**config.mk**
```make
export PLATFORM = sky130hd
export DESIGN_NAME = mqtt_fixed_header_deframer_top
export DESIGN_NICKNAME = d
export VERILOG_FILES = /design/src/mqttfhd_pkg.sv /design/src/mqttfhd_len_step.sv /design/src/mqtt_fixed_header_deframer_top.sv
export VERILOG_INCLUDE_DIRS = /design/src /design/src/src
export SDC_FILE = /design/constraint.sdc
export NUM_CORES = 1
export LEC_CHECK = 0
export ABC_AREA = 1
export BUFFER_PORTS_ARGS = -buffer_cell sky130_fd_sc_hd__buf_2
export CORE_MARGIN = 5
export CORE_UTILIZATION = 61
export CTS_CLUSTER_SIZE = 25
export DETAILED_ROUTE_END_ITERATION = 10
export HOLD_SLACK_MARGIN = 0.02
export MAX_ROUTING_LAYER = met4
export PLACE_DENSITY = 0.78
export SLEW_MARGIN = 20
export SYNTH_ARGS = -nofsm -noshare
export SYNTH_HDL_FRONTEND = slang
export SYNTH_HIERARCHICAL = 1
export SYNTH_SLANG_ARGS = --single-unit
```
**constraint.sdc**
```tcl
create_clock -name clock -period 6.28 [get_ports clock]
set_clock_uncertainty 0.2 [all_clocks]
set_input_delay 0.628 -clock clock [delete_from_list [all_inputs] [get_ports clock]]
set_output_delay 0.628 -clock clock [all_outputs]
set_load 0.1 [all_outputs]
```
**src/assert_macros.svh**
```systemverilog
// ----------------------------------------------------------------------------
// Assertion macros
// Shared concurrent assertion wrappers on the block clock and reset.
// ----------------------------------------------------------------------------
`ifndef ASSERT_MACROS_SVH
`define ASSERT_MACROS_SVH

// A property checked at every rising clock edge outside of reset.
`define ASSERT_CLK(lbl, prop, msg) \
   lbl: assert property (@(posedge clock) disable iff (reset) (prop)) else $error(msg);

// A condition that must imply another condition in the same cycle.
`define ASSERT_IMPLIES(lbl, cond, expr, msg) \
   `ASSERT_CLK(lbl, (cond) |-> (expr), msg)

`endif

```
**src/mqttfhd_pkg.sv**
```systemverilog
// ----------------------------------------------------------------------------
// MQTT fixed header deframer package
// Phase codes, byte roles, status codes and shared types.
// ----------------------------------------------------------------------------
package mqttfhd_pkg;

   localparam int unsigned LEN_W = 28;
   localparam int unsigned TOTAL_W = 29;
   localparam int unsigned CNT_W = 3;

   // Phase codes of the framing state machine.
   localparam logic [1:0] PH_HEADER = 2'd0;
   localparam logic [1:0] PH_LENGTH = 2'd1;
   localparam logic [1:0] PH_BODY   = 2'd2;
   localparam logic [1:0] PH_LOCKED = 2'd3;

   // Byte roles.
   localparam logic [1:0] ROLE_HEADER = 2'd0;
   localparam logic [1:0] ROLE_LENGTH = 2'd1;
   localparam logic [1:0] ROLE_BODY   = 2'd2;

   // Status codes.
   localparam logic [1:0] STAT_OK        = 2'd0;
   localparam logic [1:0] STAT_LEN_BYTES = 2'd1;
   localparam logic [1:0] STAT_BOUNDS    = 2'd2;
   localparam logic [1:0] STAT_UNKNOWN   = 2'd3;

   // Configuration register indexes.
   localparam logic CSR_MIN_LEN = 1'b0;
   localparam logic CSR_MAX_LEN = 1'b1;

   localparam logic [TOTAL_W-1:0] MIN_LEN_RESET = 29'd2;
   localparam logic [TOTAL_W-1:0] MAX_LEN_RESET = 29'd268435460;

   localparam logic [CNT_W-1:0] LEN_MAX_BYTES = 3'd4;

   // Result of folding one length byte into the accumulated length.
   typedef struct packed {
      logic [LEN_W-1:0] accum;
      logic [CNT_W-1:0] count;
      logic             more;
      logic             out_of_bounds;
      logic             zero;
   } len_step_type;

endpackage

```
**src/mqttfhd_len_step.sv**
```systemverilog
// ----------------------------------------------------------------------------
// MQTT remaining length step
// Folds one varint byte into the remaining length and checks the total
// packet length against the configured bounds.
// ----------------------------------------------------------------------------
module mqttfhd_len_step (
   input  logic [mqttfhd_pkg::LEN_W-1:0]   accum,
   input  logic [mqttfhd_pkg::CNT_W-1:0]   count,
   input  logic [7:0]                      data_byte,
   input  logic [mqttfhd_pkg::TOTAL_W-1:0] min_len,
   input  logic [mqttfhd_pkg::TOTAL_W-1:0] max_len,
   output mqttfhd_pkg::len_step_type       step
);
   import mqttfhd_pkg::*;

   logic [6:0]         group;
   logic [LEN_W-1:0]   shifted;
   logic [LEN_W-1:0]   new_accum;
   logic [CNT_W-1:0]   new_count;
   logic [TOTAL_W-1:0] total;

   assign group = data_byte[6:0];

   // Least significant group first; only counts below four reach here.
   always_comb begin
      case (count)
         3'd0:    shifted = {21'd0, group};
         3'd1:    shifted = {14'd0, group, 7'd0};
         3'd2:    shifted = {7'd0, group, 14'd0};
         default: shifted = {group, 21'd0};
      endcase
   end

   assign new_accum = accum | shifted;
   assign new_count = count + 3'd1;
   assign total     = 29'd1 + {26'd0, new_count} + {1'b0, new_accum};

   assign step.accum         = new_accum;
   assign step.count         = new_count;
   assign step.more          = data_byte[7];
   assign step.out_of_bounds = (total < min_len) || (total > max_len);
   assign step.zero          = (new_accum == '0);

endmodule

```
**src/mqtt_fixed_header_deframer_top.sv**
```systemverilog
// ----------------------------------------------------------------------------
// MQTT fixed header deframer
// A word accepted at an edge sits in the result register right after that edge
// and is held there until taken.
// Throughput: one word per cycle, with no bubble while results are taken.
// Reset clears the phase, the counters and the result valid, and restores the
// default length bounds. After an error all words are taken and dropped.
// ----------------------------------------------------------------------------
`include "assert_macros.svh"

module mqtt_fixed_header_deframer_top (
   input  logic                            clock,
   input  logic                            reset,
   input  logic                            req_valid,
   output logic                            req_ready,
   input  logic [7:0]                      req_data_byte,
   output logic                            rsp_valid,
   input  logic                            rsp_ready,
   output logic [7:0]                      rsp_out_byte,
   output logic [3:0]                      rsp_packet_type,
   output logic [3:0]                      rsp_header_flags,
   output logic [1:0]                      rsp_byte_role,
   output logic [mqttfhd_pkg::LEN_W-1:0]   rsp_remaining_len,
   output logic                            rsp_last,
   output logic [1:0]                      rsp_status,
   input  logic                            csr_write_en,
   input  logic                            csr_index,
   input  logic [mqttfhd_pkg::TOTAL_W-1:0] csr_wdata
);
   import mqttfhd_pkg::*;

   logic [TOTAL_W-1:0] min_len_ff, min_len_in;
   logic [TOTAL_W-1:0] max_len_ff, max_len_in;
   logic [1:0]         phase_ff, phase_in;
   logic [7:0]         header_ff, header_in;
   logic [LEN_W-1:0]   accum_ff, accum_in;
   logic [CNT_W-1:0]   count_ff, count_in;
   logic [LEN_W-1:0]   body_left_ff, body_left_in;

   logic               rsp_valid_ff, rsp_valid_in;
   logic [7:0]         rsp_byte_ff, rsp_byte_in;
   logic [7:0]         rsp_header_ff, rsp_header_in;
   logic [1:0]         rsp_role_ff, rsp_role_in;
   logic [LEN_W-1:0]   rsp_rem_ff, rsp_rem_in;
   logic               rsp_last_ff, rsp_last_in;
   logic [1:0]         rsp_status_ff, rsp_status_in;

   logic               req_fire;
   logic               type_unknown;
   logic [LEN_W-1:0]   body_dec;
   len_step_type       step;
   logic               rsp_error;
   logic               rsp_header_word;

   mqttfhd_len_step u_len_step (
      .accum     (accum_ff),
      .count     (count_ff),
      .data_byte (req_data_byte),
      .min_len   (min_len_ff),
      .max_len   (max_len_ff),
      .step      (step)
   );

   // The result register frees up when its word is taken.
   assign req_ready = !rsp_valid_ff || rsp_ready;
   assign req_fire  = req_valid && req_ready;

   assign type_unknown = (header_ff[7:4] == 4'd0) || (header_ff[7:4] == 4'd15);
   assign body_dec     = (body_left_ff != '0) ? body_left_ff - 28'd1 : '0;

   always_comb begin
      min_len_in = min_len_ff;
      max_len_in = max_len_ff;
      if (csr_write_en) begin
         case (csr_index)
            CSR_MIN_LEN: min_len_in = csr_wdata;
            default:     max_len_in = csr_wdata;
         endcase
      end
   end

   always_comb begin
      phase_in      = phase_ff;
      header_in     = header_ff;
      accum_in      = accum_ff;
      count_in      = count_ff;
      body_left_in  = body_left_ff;
      rsp_byte_in   = rsp_byte_ff;
      rsp_header_in = rsp_header_ff;
      rsp_role_in   = rsp_role_ff;
      rsp_rem_in    = rsp_rem_ff;
      rsp_last_in   = rsp_last_ff;
      rsp_status_in = rsp_status_ff;
      rsp_valid_in  = rsp_valid_ff && !rsp_ready;

      if (req_fire && phase_ff != PH_LOCKED) begin
         rsp_valid_in  = 1'b1;
         rsp_byte_in   = req_data_byte;
         rsp_header_in = header_ff;
         rsp_rem_in    = accum_ff;
         rsp_last_in   = 1'b0;
         rsp_status_in = STAT_OK;

         unique case (phase_ff)
            PH_HEADER: begin
               header_in     = req_data_byte;
               rsp_header_in = req_data_byte;
               accum_in      = '0;
               count_in      = '0;
               body_left_in  = '0;
               rsp_role_in   = ROLE_HEADER;
               rsp_rem_in    = '0;
               phase_in      = PH_LENGTH;
            end
            PH_LENGTH: begin
               rsp_role_in = ROLE_LENGTH;
               if (count_ff >= LEN_MAX_BYTES) begin
                  // A fifth length byte is a framing error.
                  rsp_last_in   = 1'b1;
                  rsp_status_in = STAT_LEN_BYTES;
                  phase_in      = PH_LOCKED;
               end else begin
                  accum_in   = step.accum;
                  count_in   = step.count;
                  rsp_rem_in = step.accum;
                  if (!step.more) begin
                     if (step.out_of_bounds) begin
                        rsp_last_in   = 1'b1;
                        rsp_status_in = STAT_BOUNDS;
                        phase_in      = PH_LOCKED;
                     end else if (step.zero) begin
                        rsp_last_in = 1'b1;
                        if (type_unknown) begin
                           rsp_status_in = STAT_UNKNOWN;
                           phase_in      = PH_LOCKED;
                        end else begin
                           phase_in = PH_HEADER;
                        end
                     end else begin
                        body_left_in = step.accum;
                        phase_in     = PH_BODY;
                     end
                  end
               end
            end
            PH_BODY: begin
               rsp_role_in  = ROLE_BODY;
               body_left_in = body_dec;
               if (body_dec == '0) begin
                  rsp_last_in = 1'b1;
                  if (type_unknown) begin
                     rsp_status_in = STAT_UNKNOWN;
                     phase_in      = PH_LOCKED;
                  end else begin
                     phase_in = PH_HEADER;
                  end
               end
            end
            default: begin
               phase_in = PH_LOCKED;
            end
         endcase
      end
   end

   always_ff @(posedge clock) begin
      if (reset) begin
         min_len_ff   <= MIN_LEN_RESET;
         max_len_ff   <= MAX_LEN_RESET;
         phase_ff     <= PH_HEADER;
         header_ff    <= '0;
         accum_ff     <= '0;
         count_ff     <= '0;
         body_left_ff <= '0;
         rsp_valid_ff <= 1'b0;
      end else begin
         min_len_ff   <= min_len_in;
         max_len_ff   <= max_len_in;
         phase_ff     <= phase_in;
         header_ff    <= header_in;
         accum_ff     <= accum_in;
         count_ff     <= count_in;
         body_left_ff <= body_left_in;
         rsp_valid_ff <= rsp_valid_in;
      end
   end

   always_ff @(posedge clock) begin
      rsp_byte_ff   <= rsp_byte_in;
      rsp_header_ff <= rsp_header_in;
      rsp_role_ff   <= rsp_role_in;
      rsp_rem_ff    <= rsp_rem_in;
      rsp_last_ff   <= rsp_last_in;
      rsp_status_ff <= rsp_status_in;
   end

   assign rsp_valid         = rsp_valid_ff;
   assign rsp_out_byte      = rsp_byte_ff;
   assign rsp_packet_type   = rsp_header_ff[7:4];
   assign rsp_header_flags  = rsp_header_ff[3:0];
   assign rsp_byte_role     = rsp_role_ff;
   assign rsp_remaining_len = rsp_rem_ff;
   assign rsp_last          = rsp_last_ff;
   assign rsp_status        = rsp_status_ff;

   assign rsp_error       = rsp_valid_ff && (rsp_status_ff != STAT_OK);
   assign rsp_header_word = rsp_valid_ff && (rsp_role_ff == ROLE_HEADER);

   `ASSERT_IMPLIES(a_error_is_last, rsp_error, rsp_last_ff, "error word without last")
   `ASSERT_IMPLIES(a_error_locks, rsp_error, phase_ff == PH_LOCKED, "error without lock")
   `ASSERT_IMPLIES(a_body_nonzero, phase_ff == PH_BODY, body_left_ff != '0, "empty body phase")
   `ASSERT_IMPLIES(a_len_count, phase_ff == PH_LENGTH, count_ff <= LEN_MAX_BYTES, "count overran")
   `ASSERT_IMPLIES(a_header_word, rsp_header_word, {rsp_last_ff, rsp_rem_ff} == '0, "bad header")

endmodule

```
==> impl_metrics.tcl <==
set metrics [dict create \
    status "completed" \
    pre_cts_ws_ns 0.600 \
    synth.distinct_cells 41 \
    ys_warn_count 6 \
    drv_slew 0 \
    diodes 0 \
    gp_congestion 0.940 \
    critPathMaxStageDelay_ns 0.40 \
    cts_tree "done" \
    final_hold_viol_count 0 \
    cts_setup_buffers 0 \
    arrival_ns 5.88 \
    grt_pass1_wl_um 45800 \
    start_kind "flop" \
    io_pins 94 \
    cts.path.max_buffers 2 \
    grt_max_degree 77 \
    worst_slew_pin_slew_ns 1.01 \
    cts_buffers 17 \
    yosys-top-cells-area "dfxtp_1, edfxtp_1, nand2_1" \
    drive_gt1_frac 0.128 \
    crit_path_frequent_cell "nand2_1" \
    p_per_area_nw_per_um2 332 \
    numPortBuffers 93 \
    grt-ovfl-total 0 \
    synth_nets 1608 \
    fin_area_sq_um 12000 \
    initial_core_util 0.622 \
    die_height_um 143 \
    postRouteAntennaNets 0 \
    syn_area_per_cell_sq_um 7.23 \
    cts_max_level 4 \
    routed_wl_um 27900 \
    max_slew_margin 0.323 \
    vias_per_cell 5.53 \
    die_w_um 143 \
    antenna_found_initial 0 \
    syn_to_final_growth_pct 10.8 \
    drtIter0Drc 886 \
    setup_ws_ns 0.553 \
    period_needed_ns 5.73 \
    synth_largest_area_cell "dfxtp_1" \
    power.leakage_uw 0.00534 \
    grt_setup_unrepaired "no" \
    required_ns 6.44 \
    placed_area_sq_um 11300 \
    cp_max_fo 28 \
    cts_hold_buf 0 \
    rows 48 \
    critPathKind "reg2reg" \
    end_kind "flop" \
    drc_errors 0 \
    fillCellCount 1505 \
    clk_transition_reported_paths_ns 0.07 \
    synth-seq-area-share 0.374 \
    hp-class "in2reg" \
    grt_usage 0.284 \
    ys_ff_latch 177 \
    final_util 0.689 \
    clk_latency_ns 0.44 \
    die_area_sq_um 20500 \
    grt_pass1_vias 9274 \
    synth_cells 1493 \
    wire_per_inst_um 15.5 \
    clockRootBuffer "clkbuf_16" \
    cts_num_sinks 177 \
    firstDrtPassIters 5 \
    vias 9912 \
    ir_drop_uv 256 \
    ctsResizeCount 0 \
    nets 1669 \
    coreArea_sq_um 17400 \
    min_period_over_period 0.912 \
    finalSetupViolCount 0 \
    place_hpwl_um 20300 \
    synth_top_area_frac 0.237 \
    fmax_mhz 175 \
    setup_tns_ns 0 \
    cp_slowest_cell "fa_1" \
    max_cap_violations 0 \
    synth_area_sq_um 10800 \
]
[path summary, 6_finish.rpt]
path / cells after the start / end / slack, ns / from
setup reg to reg: 30 / body_left_ff[7]$_SDFFE_PP0P_ / 0.55 / count_ff[0]$_SDFFE_PP0P_
hold / removal: 3 / max_len_ff[2]$_SDFFE_PP1P_ / 0.22 / csr_wdata[2]
setup / recovery: 30 / body_left_ff[7]$_SDFFE_PP0P_ / 0.55 / count_ff[0]$_SDFFE_PP0P_
hold reg to reg: 2 / header_ff[1]$_SDFFE_PP0P_ / 0.25 / header_ff[1]$_SDFFE_PP0P_
[per-layer routing]
layer | vias to the layer above | GRT usage | routed length (um)
li1 | 4973 | - | -
met1 | 4496 | 0.380 | 12500
met2 | 391 | 0.450 | 12900
met3 | 52 | 0.0335 | 1760
met4 | 0 | 0.0980 | 758
met5 | - | - | 0
[critical path, delay by kind of cell, from the launching register on]
kind	cells	cell delay, ns
AOI/OAI and AO/OA	4	0.75
adders and majority gates	4	1.26
buffers and inverters	3	0.53
DFF	1	0.35
and+or+nand+nor	19	2.55
[layout make-up]
| type | count | area [sq um] | area share |
|---|---|---|---|
| multi-input cells | 1021 | 5620 | 0.470 |
| flip-flops and latches | 177 | 4030 | 0.337 |
| inverters | 236 | 888 | 0.0743 |
| repair buffers | 101 | 526 | 0.0440 |
| clock buffers | 18 | 429 | 0.0359 |
| well taps | 225 | 282 | 0.0235 |
| clock inverters | 14 | 180 | 0.0151 |
[sequential cells by signal, indices dropped and copies added (netlist names)]
register / count
min_len_ff: 29
phase_ff: 2
rsp_out_byte: 8
rsp_valid: 1
rsp_status: 2
body_left_ff: 28
rsp_last: 1
header_ff: 8
max_len_ff: 29
count_ff: 3
rsp_remaining_len: 28
rsp_header_ff: 8
accum_ff: 28
rsp_byte_role: 2
[kinds of logic (layout without fill, tap and decap cells)]
logic type,Yosys count,after routing,share of synthesized area
flops,177,177,0.374
compound gates,266,266,0.146
buf+inv,295,369,0.107
xor+xnor,24,24,0.0195
fa+ha+maj,72,72,0.0842
simple gates,659,659,0.269
[synthesized netlist by cell type (all sizes together)]
master	number
clkinv	3
ha	71
or2	2
edfxtp	49
nor2	250
nor3	5
a211oi	28
dfxtp	128
a31oi	2
nand3	94
a21o	1
o41ai	1
buf	10
xnor2	7
xor2	17
o21bai	7
inv	233
o22ai	54
nand4	17
nand2	282
fa	1
clkbuf	49
o21ai	95
o21a	2
a21oi	76
nand3b	9
[per-stage QoR]
step | hold WS [ns] | std cells | power [uW]
finish | 0.217 | 1792 | 3970
global route | 0.230 | 1792 | 4190
CTS | 0.213 | 1792 | 3960
detailed placement | 0.245 | 1760 | 2850
global placement | 0.234 | 1760 | 2820
floorplan | 0.224 | 1493 | 2540
[power by group]
group	switching [uW]	internal (uW)	leakage, uW
combinational	1110	406	0.00351
clock	484	634	0.000294
sequential	45.7	1290	0.00154
total	1640	2330	0.00534
[placed cells by master (no fill, tap or decap), types with 5 or more instances in the layout]
master	instances
nand2_2	18
a21oi_1	76
nand4_1	17
inv_1	228
o22ai_1	54
nand3b_1	9
xor2_1	17
nor2_1	228
clkbuf_16	17
nor2_4	7
nand3_2	9
nand3_1	83
nor2_2	15
a211oi_1	28
o21ai_0	89
dfxtp_1	128
xnor2_1	7
nand2_1	260
buf_4	8
ha_1	71
clkinv_1	5
buf_2	93
edfxtp_1	49
(Power assumes the default switching activity.)
